## config.mk

```make
export PLATFORM = sky130hd
export DESIGN_NAME = fvo_cmp_stage
export DESIGN_NICKNAME = d
export VERILOG_FILES = /design/src/rtl/fvo_pkg.sv /design/src/rtl/fvo_cmp_stage.sv
export SDC_FILE = /design/constraint.sdc
export NUM_CORES = 1
export LEC_CHECK = 0
export ABC_AREA = 1
export BUFFER_PORTS_ARGS = -buffer_cell sky130_fd_sc_hd__buf_2
export CELL_PAD_IN_SITES_DETAIL_PLACEMENT = 0
export CELL_PAD_IN_SITES_GLOBAL_PLACEMENT = 1
export CORE_MARGIN = 8
export CORE_UTILIZATION = 39
export DETAILED_ROUTE_END_ITERATION = 8
export MAX_ROUTING_LAYER = met4
export PLACE_DENSITY_LB_ADDON = 0.1
export SLEW_MARGIN = 20
export SYNTH_ARGS = -nofsm -noshare
export SYNTH_HDL_FRONTEND = slang
export SYNTH_SLANG_ARGS = --single-unit
```

## constraint.sdc

```tcl
create_clock -name clock -period 3.1 [get_ports clock]
set_input_delay 0 -clock clock [delete_from_list [all_inputs] [get_ports clock]]
set_output_delay 0 -clock clock [all_outputs]
set_load 0.02 [all_outputs]
```

## src/rtl/fvo_pkg.sv

```systemverilog
// ---------------------------------------------------------------------------
// fvo_pkg
// Shared types and constants of the frustum vertex outcode block: register
// map, register widths and reset values, and bit positions of the plane mask.
// ---------------------------------------------------------------------------
`default_nettype none

package fvo_pkg;

   // register widths
   localparam int FAR_W       = 32;
   localparam int TRIG_W      = 18;
   localparam int CSR_DATA_W  = 32;
   localparam int CSR_IDX_W   = 3;
   localparam int MASK_W      = 6;

   // register indexes
   localparam logic [CSR_IDX_W-1:0] REG_NEG_FAR_DEPTH = 3'd0;
   localparam logic [CSR_IDX_W-1:0] REG_HORIZ_SIN     = 3'd1;
   localparam logic [CSR_IDX_W-1:0] REG_HORIZ_COS     = 3'd2;
   localparam logic [CSR_IDX_W-1:0] REG_VERT_SIN      = 3'd3;
   localparam logic [CSR_IDX_W-1:0] REG_VERT_COS      = 3'd4;

   // register reset values
   localparam logic signed [FAR_W-1:0]  NEG_FAR_DEPTH_RST = -32'sd65536000;
   localparam logic signed [TRIG_W-1:0] TRIG_RST          = 18'sd46341;

   // plane mask bit positions
   localparam int MASK_NEAR   = 0;
   localparam int MASK_FAR    = 1;
   localparam int MASK_LEFT   = 2;
   localparam int MASK_RIGHT  = 3;
   localparam int MASK_TOP    = 4;
   localparam int MASK_BOTTOM = 5;

   // frustum set-up as held in the register file
   typedef struct packed {
      logic signed [FAR_W-1:0]  neg_far_depth;
      logic signed [TRIG_W-1:0] horiz_sin;
      logic signed [TRIG_W-1:0] horiz_cos;
      logic signed [TRIG_W-1:0] vert_sin;
      logic signed [TRIG_W-1:0] vert_cos;
   } cfg_type;

   // near and far outcome passed from the product stage to the compare stage
   typedef struct packed {
      logic near;
      logic far;
   } depth_type;

endpackage

`default_nettype wire

```

## src/rtl/fvo_cmp_stage.sv

```systemverilog
// ---------------------------------------------------------------------------
// fvo_cmp_stage
// Compare stage and output register: side plane tests from the products and
// assembly of the plane mask.
// ---------------------------------------------------------------------------
`default_nettype none

module fvo_cmp_stage #(
   parameter int PROD_W       = 51,
   localparam int DIFF_W      = PROD_W + 1
) (
   input  logic                        clock,
   input  logic                        reset,
   input  logic                        in_valid,
   output logic                        in_ready,
   input  fvo_pkg::depth_type          depth,
   input  logic signed [PROD_W-1:0]    hsx_a,
   input  logic signed [PROD_W-1:0]    hcz_a,
   input  logic signed [PROD_W-1:0]    vsy_a,
   input  logic signed [PROD_W-1:0]    vcz_a,
   input  logic signed [PROD_W-1:0]    hsx_b,
   input  logic signed [PROD_W-1:0]    hcz_b,
   input  logic signed [PROD_W-1:0]    vsy_b,
   input  logic signed [PROD_W-1:0]    vcz_b,
   output logic                        out_valid,
   input  logic                        out_ready,
   output logic [fvo_pkg::MASK_W-1:0]  plane_mask
);
   import fvo_pkg::*;

   logic signed [DIFF_W-1:0] left_a, left_b, right_a, right_b;
   logic signed [DIFF_W-1:0] top_a, top_b, bot_a, bot_b;
   logic [MASK_W-1:0]        mask_in, mask_ff;
   logic                     valid_ff;

   // s*x < c*z  is  s*x - c*z < 0; negated sine gives s*x + c*z > 0
   assign left_a  = DIFF_W'(hsx_a) - DIFF_W'(hcz_a);
   assign left_b  = DIFF_W'(hsx_b) - DIFF_W'(hcz_b);
   assign right_a = DIFF_W'(hsx_a) + DIFF_W'(hcz_a);
   assign right_b = DIFF_W'(hsx_b) + DIFF_W'(hcz_b);
   assign top_a   = DIFF_W'(vsy_a) - DIFF_W'(vcz_a);
   assign top_b   = DIFF_W'(vsy_b) - DIFF_W'(vcz_b);
   assign bot_a   = DIFF_W'(vsy_a) + DIFF_W'(vcz_a);
   assign bot_b   = DIFF_W'(vsy_b) + DIFF_W'(vcz_b);

   // mask assembly, both points must pass each plane
   always_comb begin
      mask_in              = '0;
      mask_in[MASK_NEAR]   = depth.near;
      mask_in[MASK_FAR]    = depth.far;
      mask_in[MASK_LEFT]   = left_a[DIFF_W-1] && left_b[DIFF_W-1];
      mask_in[MASK_RIGHT]  = !right_a[DIFF_W-1] && (right_a != '0) &&
                             !right_b[DIFF_W-1] && (right_b != '0);
      mask_in[MASK_TOP]    = top_a[DIFF_W-1] && top_b[DIFF_W-1];
      mask_in[MASK_BOTTOM] = !bot_a[DIFF_W-1] && (bot_a != '0) &&
                             !bot_b[DIFF_W-1] && (bot_b != '0);
   end

   assign in_ready = !valid_ff || out_ready;

   always_ff @(posedge clock) begin
      if (reset) begin
         valid_ff <= 1'b0;
      end else if (in_ready) begin
         valid_ff <= in_valid;
      end
   end

   always_ff @(posedge clock) begin
      if (in_valid && in_ready) begin
         mask_ff <= mask_in;
      end
   end

   assign out_valid  = valid_ff;
   assign plane_mask = mask_ff;

endmodule

`default_nettype wire

```

# Word-level counts from Yosys, hierarchy flattened
# Index checks and enable logic that the tools add are counted.
# W data, S select, Z words.
# op_classes
add_sub_neg	8
reduce_logical	19
# ops
cell	n
$add A51 B51 Y52	4
$reduce_bool A52 Y1	4
$sub A51 B51 Y52	4
$logic_and A1 B1 Y1	9
$logic_not A1 Y1	5
$logic_or A1 B1 Y1	1
# totals
register_bits	7
out_inout_bits	8
input_bits	414
elab_cells	29

# Depth between registers and ports, before layout
# depth
word_depth	5
ltp_mapped	23

# Least setup slack after synthesis
# No wires, ideal clock.
# synth_path
kind	input to register
start	input hsx_b[0]
end	register mask_ff[3] (netlist: plane_mask[3]) (data pin)
setup_ns	0.253
slack_ns	0.962
n_path_buf	0
t_arrival_ns	1.886
stages	21
path_cell_list	ha_1 > inv_1 > fa_1 > nor2_1 > nand2_1 > nand2_2 > nand2_1 > nand2_2 > nand2_1 > nand2_1 > nand2_1 > nand2_2 > nand2_1 > nand3b_1 > nand2_1 > nor2_1 > nand2_1 > nor2_1 > nand3_1 > nor2_1 > nor2_1
# synth_via
elab_chain_cells	4
# synth_lines
element	line_no	rtl
start: declaration	fvo_cmp_stage.sv:21	input logic signed [PROD_W-1:0] hsx_b,
$add A51 B51 Y52 (*)	fvo_cmp_stage.sv:40	assign right_b = DIFF_W'(hsx_b) + DIFF_W'(hcz_b);
branches (longest 2 deep; another with $reduce_bool A52 Y1)	-	
$logic_and A1 B1 Y1 (*)	fvo_cmp_stage.sv:53	!right_b[DIFF_W-1] && (right_b != '0);
net mask_in[3]	fvo_cmp_stage.sv:33	logic [MASK_W-1:0] mask_in, mask_ff;
end signal: assignment	fvo_cmp_stage.sv:71	mask_ff <= mask_in;
end: declaration	fvo_cmp_stage.sv:33	
# Mark *: on every way through the listed nets, which the timed path passes.
# A chain may end at the register's enable or synchronous reset.

# Worst setup path after layout
# layout_path
start	input vsy_a[0]
end	register mask_ff[5] (netlist: plane_mask[5]) (data pin)
# layout_via
elab_chain_cells	5
# layout_lines
element	line_no	rtl
start: declaration	fvo_cmp_stage.sv:19	input logic signed [PROD_W-1:0] vsy_a,
$add A51 B51 Y52 (*)	fvo_cmp_stage.sv:43	assign bot_a = DIFF_W'(vsy_a) + DIFF_W'(vcz_a);
$reduce_bool A52 Y1 or $logic_not A1 Y1 (tied branches)	fvo_cmp_stage.sv:55	mask_in[MASK_BOTTOM] = !bot_a[DIFF_W-1] && (bot_a != '0) &&
$logic_and A1 B1 Y1 (*) (2 in a row)	fvo_cmp_stage.sv:55	
$logic_and A1 B1 Y1 (*)	fvo_cmp_stage.sv:56	!bot_b[DIFF_W-1] && (bot_b != '0);
net mask_in[5]	fvo_cmp_stage.sv:33	
# Mark *: on every way through the listed nets, which the timed path passes. The rest lies on a longest branch.

==> results.md <==
- Outcome: finished, final reports clean
- Asr flop ratio synth: 0
- Unrepaired setup endpoints after global routing: false
- Cell internal pwr: 0.00183 W
- Routed vias: 28,285
- Syn nets: 5,163
- Cell Area, Synth: 22,700 sq um
- Layout Utilization: 0.453
- CTS tree: done
- Pwr/cell area: 190 nW/um^2
- GRT Residual Overflow: 0
- Clock Skews: roughly 0.0089 ns
- Die H: 257 um
- Crit path arrival time: 2.93 ns
- Primary FF master, synth: edfxtp_1
- Type of element capturing the critical path: flip-flop
- Final Max Tran Viols: 0
- Min cycle time layout: 2.91 ns
- Routed len/inst: between 15 and 20 um
- Yosys top cell by area: ha_1
- Startpoint Class: primary input
- Core area: 57,600 sq um
- Initial Util: 0.393
- Largest cells by area after synthesis: ha_1 (23%), nand2_1 (20%), inv_1 (15%)
- Sequential share of power: 0.026
- EDFF count, synth: 6
- CP delay by family, top: simple AND/OR/NAND/NOR gates
- CTS Hold Bufs: 4
- CP Buf/Inv Count: 2
- Router iterations before antenna repair: 6
- Port Buffers: 421
- Top-Level Pins: 422
- Vias/cell: 5.07
- GPL Wtd Cong: between 0.9 and 1
- Root Buffer: clkbuf_16
- Synthesized area per cell: about 5.2 sq um
- Worst hold-check path type: in -> reg
- Die width: 257 um
- Clk network pwr share: 0.058
- Final instance area: 26,100 sq um
- Tot GR Track Use: 0.280
- Logic gate share of total power: 0.917
- Achievable Freq: 344 MHz
- Placed Area: 25,900 sq um
- Post-CTS sizing: 0
- Post-Route WL: 95,100 um
- CP most frequent cell: nand2_1
- Post-CTS Setup Inserts: 0
- Largest net degree at the start of global routing: 9
- Leakage: 15.3 nW
- Final setup viols: 0
- H-tree depth: 1
- Clk sink count: 7
- Sequential fraction of the synthesis area: 0.00883
- Reg clk slew, reported paths: 0.06 ns
- Final hold vios: 0
- Remaining routing DRC violations: 0
- Yosys top cell area share: 0.225
- Max cap viols: 0
- DRT antenna net count: 0
- Synth cell types: 57
- Crit Path Category: in -> reg
- Critical Path, Cell by Cell: buf_2, ha_1, fa_1, nand2_1, nand2_1, nand3_1, nand2_2, nand2_1, nand2_1, nand2_1, nand2_1, nand2_1, nand2_1, inv_1, nand3_1, nor2_1, nand3_1, nor3_1, nand2_1, nand2_1, nor2_1
- Setup TNS: 0 ns
- Global-route wire length before repair: 147,000 um
- Total Nets Final: 5,621
- Switching component of the power: ~0.0031 W
- Slew HR: 0.596
- Max stage delay on crit path: 0.43 ns
- Initial antenna violation count: 15
- Clk buf depth: 2
- Flip-flop and latch count after synthesis: 7
- Worst Tran Pin Value: 0.601 ns
- Cells after synthesis: roughly 4,300
- Peak VDD IR: 159 uV
- DRT iter0 DRCs: just under 2,000
- Slowest CP cell: fa_1
- Final HPWL DP: 86,600 um
- Final period util: 0.938
- Die footprint: 66,100 sq um
- Net Sw Frac: 0.631
- Vias in the first global route: about 27,000
- CTS buffer count: 3
- P&R area growth vs syn: 15.2%
- Num rows: just under 90
- CP required: 3.12 ns
- Yosys Warn Count: 0
- Clk_lat worst skew: 0.27 ns
- Share of layout cells above drive strength 1: 0.117
- Critical path peak fanout: 4
flip-flops by register name, indices dropped and copies added, names as in the netlist:
signal / flops
plane_mask: 6
out_valid: 1
worst paths after layout:
kind / from / end / slack, ns / cells past startpoint
max: vsy_a[0] / plane_mask[5] / 0.19 / 21
min: in_valid / plane_mask[4] / 0.33 / 4
max reg2reg: out_valid / out_valid / 1.92 / 3
min reg2reg: out_valid / plane_mask[4] / 0.88 / 2
power by group through the flow:
| stage | clock network, W | logic (W) | registers [W] |
|---|---|---|---|
| 2_1_floorplan | 0 | 0.00293 | 0.000132 |
| 3_3_place_gp | 0 | 0.00449 | 0.000129 |
| 3_5_place_dp | 0 | 0.00447 | 0.000128 |
| 4_1_cts | 0.000297 | 0.00450 | 0.000126 |
| 5_1_grt | 0.000298 | 0.00507 | 0.000127 |
| 6_report | 0.000287 | 0.00455 | 0.000127 |
layout by cell type (no fill, tap or decap), drive strengths merged, types with 22 or more instances in the layout:
cell	n
nor3	77
inv	925
a21oi	316
nand4	94
o21bai	45
nand3	221
xor2	59
buf	456
ha	408
nor4	22
nor2	582
o21ai	196
nand2	1250
synth_stat cells, types with 2 or more instances:
master / n
nand3_1: 215
a21oi_1: 301
a31oi_1: 4
buf_2: 2
nor3b_1: 3
nor3_2: 8
edfxtp_1: 6
xor2_1: 59
o21a_1: 5
or2_2: 4
a21o_1: 10
nor3_1: 69
clkbuf_2: 2
nand2_1: 1225
and3_1: 5
o31ai_1: 5
nor4_2: 2
a2111oi_0: 3
a21boi_0: 3
nand3b_1: 20
nor2_4: 2
nand3_2: 6
fa_1: 4
o221ai_1: 7
o2111ai_1: 2
a21oi_2: 14
o31a_1: 2
a211oi_1: 15
nand2_2: 25
nor4b_2: 2
inv_1: 912
inv_2: 13
nor3b_2: 3
o21bai_1: 45
nor2_2: 22
and2_1: 8
nand4_1: 94
ha_1: 408
o211ai_1: 6
nor4_1: 20
o21ai_0: 185
xnor2_1: 9
nor2_1: 558
o21ai_1: 11
cell families (layout without fill, tap and decap cells):
| family | Yosys count | in the layout | synth area share |
|---|---|---|---|
| adders and majority gates | 412 | 412 | 0.229 |
| other | 0 | 17 | 0 |
| and+or+nand+nor | 2293 | 2293 | 0.427 |
| xor gates and xnor gates | 68 | 68 | 0.0263 |
| buffers and inverters | 933 | 1390 | 0.155 |
| AOI/OAI and AO/OA | 624 | 624 | 0.154 |
| DFF | 7 | 7 | 0.00883 |
layer usage:
layer / share of wire / wire, um / vias up / global-route usage
li1: - / - / 14613 / -
met1: 0.46 / 43900 / 12726 / 0.365
met2: 0.46 / 43900 / 869 / 0.470
met3: 0.061 / 5790 / 77 / 0.0349
met4: 0.016 / 1510 / 0 / 0.0388
met5: 0 / 0 / - / -
worst register-to-register path, cell delays in order (launching register included):
cell and delay (ns):
dfxtp_1 0.38, nand2_1 0.09, a21oi_1 0.11, dlygate4sd3_1 0.55
stage by stage:
step	total power [W]	instances	worst slack [ns]	hold WS, ns
after CTS	0.00492	5559	0.234	0.322
after global routing	0.00550	5573	0.0623	0.353
after global placement	0.00462	5551	-0.0568	0.154
after detailed placement	0.00459	5551	-0.0525	0.158
after floorplan	0.00306	4337	0.962	0.0691
final	0.00496	5576	0.194	0.329
cell type report:
| cell class | count | area (sq um) |
|---|---|---|
| repair buffers | 460 | 2410 |
| well taps | 765 | 957 |
| flip-flops and latches | 7 | 200 |
| multi-input cells | 3397 | 18900 |
| diodes | 17 | 42.5 |
| inverters | 926 | 3480 |
| fillers | 6766 | 31500 |
| clock buffers | 4 | 78.8 |
(Power assumes the default switching activity.)
