[config.mk]
export PLATFORM = sky130hd
export DESIGN_NAME = fvo_csr
export DESIGN_NICKNAME = d
export VERILOG_FILES = /design/src/rtl/fvo_pkg.sv /design/src/rtl/fvo_csr.sv
export SDC_FILE = /design/constraint.sdc
export NUM_CORES = 1
export LEC_CHECK = 0
export BUFFER_PORTS_ARGS = -buffer_cell sky130_fd_sc_hd__buf_2
export CAP_MARGIN = 30
export CORE_MARGIN = 4
export CORE_UTILIZATION = 45
export DETAILED_ROUTE_END_ITERATION = 8
export PLACE_DENSITY = 0.83
export SYNTH_ARGS = -nofsm -noshare
export SYNTH_HDL_FRONTEND = slang
export SYNTH_SLANG_ARGS = --single-unit
[constraint.sdc]
create_clock -name clock -period 1.3 [get_ports clock]
set_input_delay 0.065 -clock clock [delete_from_list [all_inputs] [get_ports clock]]
set_output_delay 0.065 -clock clock [all_outputs]
set_load 0.005 [all_outputs]
[src/rtl/fvo_pkg.sv]
// ---------------------------------------------------------------------------
// fvo_pkg
// Shared types and constants of the frustum vertex outcode block: register
// map, register widths and reset values, and bit positions of the plane mask.
// ---------------------------------------------------------------------------
`default_nettype none

package fvo_pkg;

   // register widths
   localparam int FAR_W       = 32;
   localparam int TRIG_W      = 18;
   localparam int CSR_DATA_W  = 32;
   localparam int CSR_IDX_W   = 3;
   localparam int MASK_W      = 6;

   // register indexes
   localparam logic [CSR_IDX_W-1:0] REG_NEG_FAR_DEPTH = 3'd0;
   localparam logic [CSR_IDX_W-1:0] REG_HORIZ_SIN     = 3'd1;
   localparam logic [CSR_IDX_W-1:0] REG_HORIZ_COS     = 3'd2;
   localparam logic [CSR_IDX_W-1:0] REG_VERT_SIN      = 3'd3;
   localparam logic [CSR_IDX_W-1:0] REG_VERT_COS      = 3'd4;

   // register reset values
   localparam logic signed [FAR_W-1:0]  NEG_FAR_DEPTH_RST = -32'sd65536000;
   localparam logic signed [TRIG_W-1:0] TRIG_RST          = 18'sd46341;

   // plane mask bit positions
   localparam int MASK_NEAR   = 0;
   localparam int MASK_FAR    = 1;
   localparam int MASK_LEFT   = 2;
   localparam int MASK_RIGHT  = 3;
   localparam int MASK_TOP    = 4;
   localparam int MASK_BOTTOM = 5;

   // frustum set-up as held in the register file
   typedef struct packed {
      logic signed [FAR_W-1:0]  neg_far_depth;
      logic signed [TRIG_W-1:0] horiz_sin;
      logic signed [TRIG_W-1:0] horiz_cos;
      logic signed [TRIG_W-1:0] vert_sin;
      logic signed [TRIG_W-1:0] vert_cos;
   } cfg_type;

   // near and far outcome passed from the product stage to the compare stage
   typedef struct packed {
      logic near;
      logic far;
   } depth_type;

endpackage

`default_nettype wire

[src/rtl/fvo_csr.sv]
// ---------------------------------------------------------------------------
// fvo_csr
// Register file holding the far distance and the plane sines and cosines.
// ---------------------------------------------------------------------------
`default_nettype none

module fvo_csr (
   input  logic                               clock,
   input  logic                               reset,
   input  logic                               csr_we,
   input  logic [fvo_pkg::CSR_IDX_W-1:0]      csr_index,
   input  logic [fvo_pkg::CSR_DATA_W-1:0]     csr_wdata,
   output fvo_pkg::cfg_type                   cfg
);
   import fvo_pkg::*;

   cfg_type cfg_ff;

   // register writes, unknown indexes ignored
   always_ff @(posedge clock) begin
      if (reset) begin
         cfg_ff.neg_far_depth <= NEG_FAR_DEPTH_RST;
         cfg_ff.horiz_sin     <= TRIG_RST;
         cfg_ff.horiz_cos     <= TRIG_RST;
         cfg_ff.vert_sin      <= TRIG_RST;
         cfg_ff.vert_cos      <= TRIG_RST;
      end else if (csr_we) begin
         case (csr_index)
            REG_NEG_FAR_DEPTH: cfg_ff.neg_far_depth <= csr_wdata[FAR_W-1:0];
            REG_HORIZ_SIN:     cfg_ff.horiz_sin     <= csr_wdata[TRIG_W-1:0];
            REG_HORIZ_COS:     cfg_ff.horiz_cos     <= csr_wdata[TRIG_W-1:0];
            REG_VERT_SIN:      cfg_ff.vert_sin      <= csr_wdata[TRIG_W-1:0];
            REG_VERT_COS:      cfg_ff.vert_cos      <= csr_wdata[TRIG_W-1:0];
            default: ;
         endcase
      end
   end

   assign cfg = cfg_ff;

endmodule

`default_nettype wire

* Yosys cells after proc, flatten, opt, wreduce, memory -nomap -nowiden
Cells that the tools add are included.
W data, S select, Z words.
** Operators by class
- Equal/unequal tests :: 4
- Reduce and logical (&&, ||, !) cells :: 6
** Operators with widths (number)
- $reduce_and A2 Y1 :: 5
- $eq A3 B2 Y1 const B :: 2
- $eq A3 B1 Y1 const B :: 1
- $eq A3 B3 Y1 const B :: 1
- $logic_not A3 Y1 :: 1
** Storage, ports and cells
- Register bits after elaboration :: 104
- Bits of input ports :: 38
- Word-level logic and storage cells :: 15

* Logic depth before layout (Yosys ltp)
Gate-level depths: netlist of the first run.
- Depth in word-level cells :: 2
- Mapped depth :: 5
- Mapped depth without buffers :: 2

* Worst setup path after synthesis of the first run
No wires, ideal clock.
- Path type :: input to register
- From :: input port csr_index[0] in the netlist's numbering
- To :: register cfg_ff (netlist bit cfg[73])
- Setup time :: 0.072 ns
- Data arrival time :: 0.882 ns
- Path slack :: 0.347 ns
- Stages :: 3
- Cell sequence :: nor4b_4 buf_6 mux2i_1
** Between the ends
- Word-level cells in the longest chain between the ends :: 2
** Ends and longest elaborated chain
- start, declared :: RTL line fvo_csr.sv:11 : input logic [fvo_pkg::CSR_IDX_W-1:0] csr_index,
- $logic_not A3 Y1 :: RTL line fvo_csr.sv:28 : case (csr_index)
- $reduce_and A2 Y1 (no source line)
- end, declared :: RTL line fvo_csr.sv:17 : cfg_type cfg_ff;
No other way between the ends.
A chain may end at the register's enable or synchronous reset.

* Worst setup path after layout of the first run
- From :: register cfg_ff (netlist bit cfg[84])
- To :: output port cfg[84] in the netlist's numbering
** RTL lines
- end, declared :: RTL line fvo_csr.sv:13 : output fvo_pkg::cfg_type cfg
No word-level cell between the ends.

==> results of run 1 <==
## cell type report
type | instances | area (um2) | share of cell area [%]
clock buffers | 12 | 135 | 2.53
clock inverters | 4 | 31.3 | 0.586
multi-input cells | 252 | 1890 | 35.4
flip-flops and latches | 104 | 2080 | 39.0
well taps | 108 | 135 | 2.53
repair buffers | 173 | 1060 | 19.9
## metal layers
metal | GRT usage [%] | vias to the layer above
met5 | 0 | -
met4 | 6.36 | 0
met3 | 5.04 | 15
met2 | 31.3 | 98
met1 | 22.8 | 1532
li1 | - | 1574
## tightest hold or removal path, delay by kind of cell
kind,cells,cell delay (ns)
buffers and inverters,1,0.11
muxes,1,0.07
and+or+nand+nor,1,0.08
## placed cells by master, fill, tap and decap left out
master / n
buf_2: 140
mux2i_1: 104
dfxtp_1: 104
nand2b_1: 92
nor2_1: 51
dlygate4sd3_1: 20
clkbuf_8: 9
buf_4: 8
buf_12: 5
nand4bb_2: 3
clkbuf_1: 3
clkinvlp_4: 3
nor4b_4: 1
nand4b_1: 1
clkinv_4: 1
## logic make-up after synthesis
kind of cell | synth area share (%)
buffers and inverters | 3.95
DFF | 50.5
muxes | 25.3
and+or+nand+nor | 20.2
## worst max-delay path by stage
stage / startpoint / endpoint / slack [ns] / cells after the start
after detailed placement: csr_index[0] / cfg[84] / 0.11 / 4
after global routing: cfg[74] / cfg[74] / 0.33 / 1
after floorplan: csr_index[0] / cfg[73] / 0.35 / 3
after CTS: cfg[74] / cfg[74] / 0.37 / 1
after global placement: csr_index[0] / cfg[82] / 0.22 / 4
final: cfg[84] / cfg[84] / 0.40 / 1
## where the power goes
group          total [mW]  switching (mW)  leakage [nW]  internal [mW]
Clock                1.76            1.06        0.0728          0.704
Combinational       0.538           0.251          1.75          0.287
Sequential           3.29          0.0370         0.843           3.25
==> metrics, run 1 <==
hold crit path type primary input to register; via count 3219; total power 5.59 mW; largest net degree at the start of global routing 47; vias in the first global route 3332; IO Port Bufs 141; placed cells between 600 and 700; Tmin final 0.901 ns; boundary pin count between 100 and 150; Worst VDD drop 0.000651 V; total grt overflow 0; CTS tree done; DRT Wirelength 9900 um; fmax 1110 MHz; height of the chip slightly above 100 um; Place WS 0.111 ns; setup TNS 0 ns; CP Launch Type register; Worst path slowest cell dfxtp_1; crit-path cells buf_2; Rows 34; CP required 1.24 ns; Hold EP cfg[87]; area grow syn2layout 29.5%; maximum capacitance violations 0; # diodes 0; Synth Flop Type dfxtp_1; Clk Latency, worst-skew pair 0.34 ns; number of flops mapped to enable cells by yosys 0; final period utilization 69.3%; placed inst area just under 0.005 mm2; Die ar. 0.0107 mm2; FF-to-FF setup slack 0.62 ns; status complete, no violations; first-pass GRT wire length roughly 16000 um; async set-reset flop share out of synthesis 0%; DP HPWL 6870 um; top routing layer used met4; Final Skew 0 ns; WL met3 603 um; setup repair bufs after CTS 0; DR iter-0 viols 91; commonest cells in the netlist 104 x dfxtp_1, 104 x mux2i_1, 92 x nand2b_1, 51 x nor2_1, 9 x clkbuf_1; Post-Layout Inst Area 0.00533 mm2; Netlist Area Pre-Place about 0.004 mm2; Final Max Tran Viols 0; post-synthesis area per instance 10.8 um2; CP arrival 0.84 ns; Cells after Synth 383; CP Buf/Inv Count 1; post-cts resize count 0; Setup WS post-layout about 0.40 ns; met1 wire length 4330 um; initial antenna violation count 0; Yosys cell types 11; Final Util approximately three fifths; Crit path largest cell delay 0.36 ns; hold slack 0.0181 ns; Num CTS Buffers 9; Syn Nets 421; synth top area cells dfxtp_1 51%, mux2i_1 25%, nand2b_1 14%; H-tree depth 3; yosys warns 0; vias per inst 4.93; Initial Utilization between 40% and 50%; Worst Path Max Fanout 2; Synth area leader dfxtp_1; Crit Reg-Reg Startpoint cfg[103]; CP Class register to primary output; CP top delay family flip-flops; # fillers 737; DR WL met2 between 4000 and 5000 um; Reg2Reg Depth 2; clk slew on worst S/H paths 0.10 ns; area of the core 0.00881 mm2; GRT Total Usage 18.5%; max FFs per register 104; Leakage Power 2.67 nW; routability cong. 0.724; Final nets 578; Seq cells post-synth about 100; Max Root-Sink Buffers 2; top-area cell type share of the netlist area 50.5%; layout cells sized above 1 31.2%; FF-to-FF End cfg[103]; Slew HR 75.4%; Sink Count 104; Final Hold Vio Count 0; Root Driver clkbuf_8; critical hold path startpoint csr_wdata[15]; Layout Cells excl Fill 653; DRT Pass-1 Iters 5; hold path cells 3; register area share after synthesis ~50%; chip width 104 um; Avg WL per Cell 15.2 um; Power Dens Cells 1050 mW/mm2; RSZ-0062 raised after global routing no; # DRC 0; Worst Tran Pin Value ~0.37 ns; Final Setup Violations 0; DRT antenna net count 0; CTS Hold Bufs 19; Worst setup EP type primary output
Power figures use the tool's default switching activity.
==> run 2, diff against run 1 <==
Settings changed: PLACE_DENSITY 0.83 to 0.86.
Clock period 1.3 ns to 0.8 ns, I/O delays scaled along.
==> run 2 against run 1 <==
Critical endpoint is now cfg[54]. Setup slack worse by 0.45 ns. Sequential share of layout area is 3.5 points lower. Power is 79% higher. The flow now finishes with violations (setup timing). First-iteration DRC count is 4.4% lower.
==> metrics, run 2 (synthesis results as in run 1) <==
status finished with violations; failing checks setup timing; RSZ-0062 raised after global routing yes; hold crit path type primary input to register; Leakage Power 3.03 nW; Num CTS Buffers 9; Final Max Tran Viols 0; DRT Pass-1 Iters 4; Worst setup EP type primary output; vias in the first global route about 3.6k; # fillers 607; CP top delay family flip-flops; total power 10.0 mW; Setup WS post-layout -0.0506 ns; DRT antenna net count 0; vias per inst 4.97; Crit path largest cell delay 0.35 ns; max FFs per register around 100; DP HPWL 7250 um; chip width approximately 100 um; Worst VDD drop 0.00105 V; Clk Latency, worst-skew pair ~0.33 ns; area grow syn2layout 51.1%; Top Usage Layer GRT met2; Avg WL per Cell 16.8 um; most frequent cells in the layout 104 x mux2i_1, 104 x dfxtp_2, 93 x buf_2, 91 x nand2b_1, 49 x buf_6; layout cells sized above 1 54.7%; Max Root-Sink Buffers 2; final period utilization 106%; # diodes 0; CP Buf/Inv Count 1; Final nets 616; FF/Latch Area 0.00221 mm2; area of the core 0.00881 mm2; CP Launch Type register; initial antenna violation count 0; largest net degree at the start of global routing 34; Final Setup Violations 104; M2 GR Usage 35.7%; Worst Tran Pin Value about 0.29 ns; FF-to-FF setup slack 0.03 ns; boundary pin count roughly 140; met3 Use GR 4.73%; clk slew on worst S/H paths 0.09 ns; DR iter-0 viols 87; CTS tree done; CP required 0.76 ns; maximum capacitance violations 0; IO Port Bufs 141; crit-path cells buf_2; Multi-input gate area 0.00194 mm2; Final Skew 0 ns; Power Dens Cells ~1600 mW/mm2; CP Class register to primary output; routability cong. 0.777; fmax 1180 MHz; # DRC 0; GRT Total Usage 20.0%; via count 3424; Worst Path Max Fanout 2; Final Hold Vio Count 0; Die ar. 0.0107 mm2; GR met1 Demand/Resource 23.1%; height of the chip 104 um; total grt overflow 0; Slew HR just over 80%; H-tree depth 3; Worst path slowest cell dfxtp_2; setup TNS -2.85 ns; DRT Wirelength roughly 12000 um; Tmin final 0.851 ns; Sink Count 104; first-pass GRT wire length roughly 18000 um; Final Util 70.7%; Root Driver clkbuf_8; Initial Utilization 46.8%; Rows 34; CP arrival 0.81 ns
## run 2: power breakdown
| part | switching [mW] | internal (mW) |
|---|---|---|
| Clock | 1.71 | 1.82 |
| Sequential | 0.0757 | 5.31 |
| Combinational | 0.478 | 0.637 |
| Total | 2.26 | 7.77 |
## run 2: worst paths after layout
kind | start | endpoint | cells past startpoint
setup / recovery | cfg[54] | cfg[54] | 1
hold / removal | csr_wdata[0] | cfg[0] | 3
setup reg to reg | cfg[90] | cfg[90] | 3
hold reg to reg | cfg[40] | cfg[40] | 2
## run 2: what timing repair did
action | 4_1_cts | 5_1_grt
hold buffers | 21 | 0
pin swaps | 0 | 2
gates resized for setup | 119 | 36
endpoints found under the setup margin | 104 | 108
cloned | 0 | 2
buffers inserted | 9 | 14
hold endpoints to repair | 27 | 0
## run 2: area by class of cell
class                   instances  area share (%)
clock buffers                  11            2.27
clock inverters                 3            1.09
multi-input cells             252            31.2
flip-flops and latches        104            35.5
well taps                     108            2.17
repair buffers                211            27.7
## run 2: worst reg2reg max path: cells and delay by family (launching register included)
family                 cells  cell delay [ns]
muxes                      1             0.18
and+or+nand+nor            1             0.04
buffers and inverters      1             0.10
DFF                        1             0.36
## run 2: stage by stage
| step | hold WS, ns | setup WS [ns] | cells | cell area (um2) |
|---|---|---|---|---|
| detailed placement | 0.305 | -0.361 | 629 | 5160 |
| global route | 0.0554 | -0.0923 | 689 | 6220 |
| global placement | 0.293 | -0.232 | 629 | 5160 |
| CTS | 0.00554 | -0.0671 | 673 | 5880 |
| floorplan | 0.195 | -0.128 | 383 | 4180 |
| finish | 0.0427 | -0.0506 | 689 | 6220 |
## run 2: metal layers
metal	vias up	share of wire [%]
li1	1643	-
met1	1640	42
met2	115	51
met3	26	5.1
met4	0	2.5
met5	-	0
==> run 3, diff against run 2 <==
Settings changed: HOLD_SLACK_MARGIN set to 0.08, REMOVE_ABC_BUFFERS set to 1.
==> run 3 against run 2 <==
The run still ends with setup timing left. Highest routed layer unchanged. Non-clock buffer count unchanged. Clock-buffer cell count rose by 1. Critical path type unchanged. Clock power rose by 15%. Die area stayed put. Flip-flop and latch count is the same. Design area rose by 0.50%. Register-to-register slack better by 0.02 ns. Largest power group unchanged. Via count shrank 2.1%.
==> metrics, run 3 (synthesis results as in run 1) <==
via count 3353; H-tree depth 3; IO Port Bufs approximately 140; CP arrival 0.82 ns; # diodes 0; Slew HR 83.7%; placed inst area 0.00504 mm2; Setup WS post-layout -0.0580 ns; final period utilization 107%; CP Buf/Inv Count 1; Rows 34; CTS tree done; layout cells sized above 1 53.5%; CP Launch Type register; total grt overflow 0; largest net degree at the start of global routing 65; Max Root-Sink Buffers 2; vias per inst 4.85; vias in the first global route 3521; first-pass GRT wire length 17300 um; hold crit path type primary input to register; Sink Count 104; Final Skew 0 ns; Leakage Power just over 3 nW; Final nets 616; GRT Total Usage 19.3%; area of the core 0.00881 mm2; maximum capacitance violations 0; max FFs per register roughly 100; Worst setup EP type primary output; CP Class register to primary output; CP top delay family flip-flops; fmax 1170 MHz; RSZ-0062 raised after global routing yes; Worst Tran Pin Value approximately 0.24 ns; Final Hold Vio Count 0; DRT Pass-1 Iters 4; Num CTS Buffers 9; Tmin final 0.858 ns; Post-Layout Inst Area ~0.0063 mm2; routability cong. 0.754; Crit path largest cell delay 0.36 ns; Final Setup Violations 104; crit-path cells buf_2; Clk Latency, worst-skew pair 0.34 ns; DR iter-0 viols 91; most frequent cells in the layout 104 x mux2i_1, 104 x dfxtp_2, 91 x nand2b_1, 90 x buf_2, 50 x buf_6; Worst VDD drop 0.00142 V; DP HPWL 6650 um; chip width a little over 100 um; Power Dens Cells 1680 mW/mm2; Root Driver clkbuf_8; boundary pin count roughly 140; DRT antenna net count 0; status finished with violations; clk slew on worst S/H paths 0.09 ns; CP required 0.76 ns; height of the chip 104 um; Worst path slowest cell dfxtp_2; Avg WL per Cell 15.9 um; Die ar. 0.0107 mm2; Final Max Tran Viols 0; Initial Utilization between 40% and 50%; DRT Wirelength 11000 um; initial antenna violation count 0; area grow syn2layout 51.9%; Worst Path Max Fanout 2; failing checks setup timing; # DRC 0; total power 10.5 mW
[run 3: layer usage]
metal | up-vias | track usage [%] | routed length [um]
met5 | - | 0 | 0
met4 | 0 | 5.32 | 102
met3 | 11 | 4.04 | 470
met2 | 86 | 35.9 | 6020
met1 | 1607 | 22.4 | 4430
li1 | 1649 | - | -
[run 3: path summary, 6_finish.rpt]
| check | cells after the start | to | slack (ns) | start |
|---|---|---|---|---|
| hold reg to reg | 2 | cfg[39] | 0.48 | cfg[39] |
| setup / recovery | 1 | cfg[51] | -0.06 | cfg[51] |
| setup reg to reg | 3 | cfg[54] | 0.05 | cfg[54] |
| hold / removal | 3 | cfg[9] | 0.11 | csr_wdata[9] |
[run 3: worst reg2reg max path, delay by kind of cell (launching register included)]
kind / cells / cell delay [ns]
buf+inv: 1 / 0.12
flops: 1 / 0.34
mux: 1 / 0.09
simple gates: 1 / 0.09
[run 3: metrics by stage]
| stage | cells | TNS [ns] | setup slack, ns | hold WS, ns | utilization [%] |
|---|---|---|---|---|---|
| after floorplan | 356 | -74.73 | -1.17 | 0.195 | - |
| after global placement | 622 | -21.67 | -0.252 | 0.293 | 57.3 |
| after detailed placement | 622 | -24.41 | -0.356 | 0.310 | 57.3 |
| after CTS | 679 | -5.03 | -0.0632 | 0.104 | 67.2 |
| after global routing | 691 | -6.45 | -0.103 | 0.112 | 71.0 |
| final | 691 | -2.83 | -0.0580 | 0.115 | 71.0 |
[run 3: repair_timing]
action / 4_1_cts / 5_1_grt
setup endpoints to repair: 104 / 140
hold buffers: 31 / 0
gates resized for setup: 120 / 44
endpoints found under the hold margin: 97 / 0
pin swaps: 0 / 2
setup buffers: 10 / 12
[run 3: power breakdown]
part / switching (mW) / internal [mW] / leakage, nW
Clock: 1.70 / 2.34 / 0.133
Sequential: 0.0767 / 5.31 / 0.859
Combinational: 0.446 / 0.618 / 2.05
Total: 2.23 / 8.27 / 3.04
[run 3: cell type report]
cell class                      instances  area (um2)
Sequential cell                       104        2210
Clock inverter                          4        98.8
Timing Repair Buffer                  211        1720
Fill cell                             612        2550
Multi-Input combinational cell        252        1920
Tap cell                              108         135
Clock buffer                           12         165
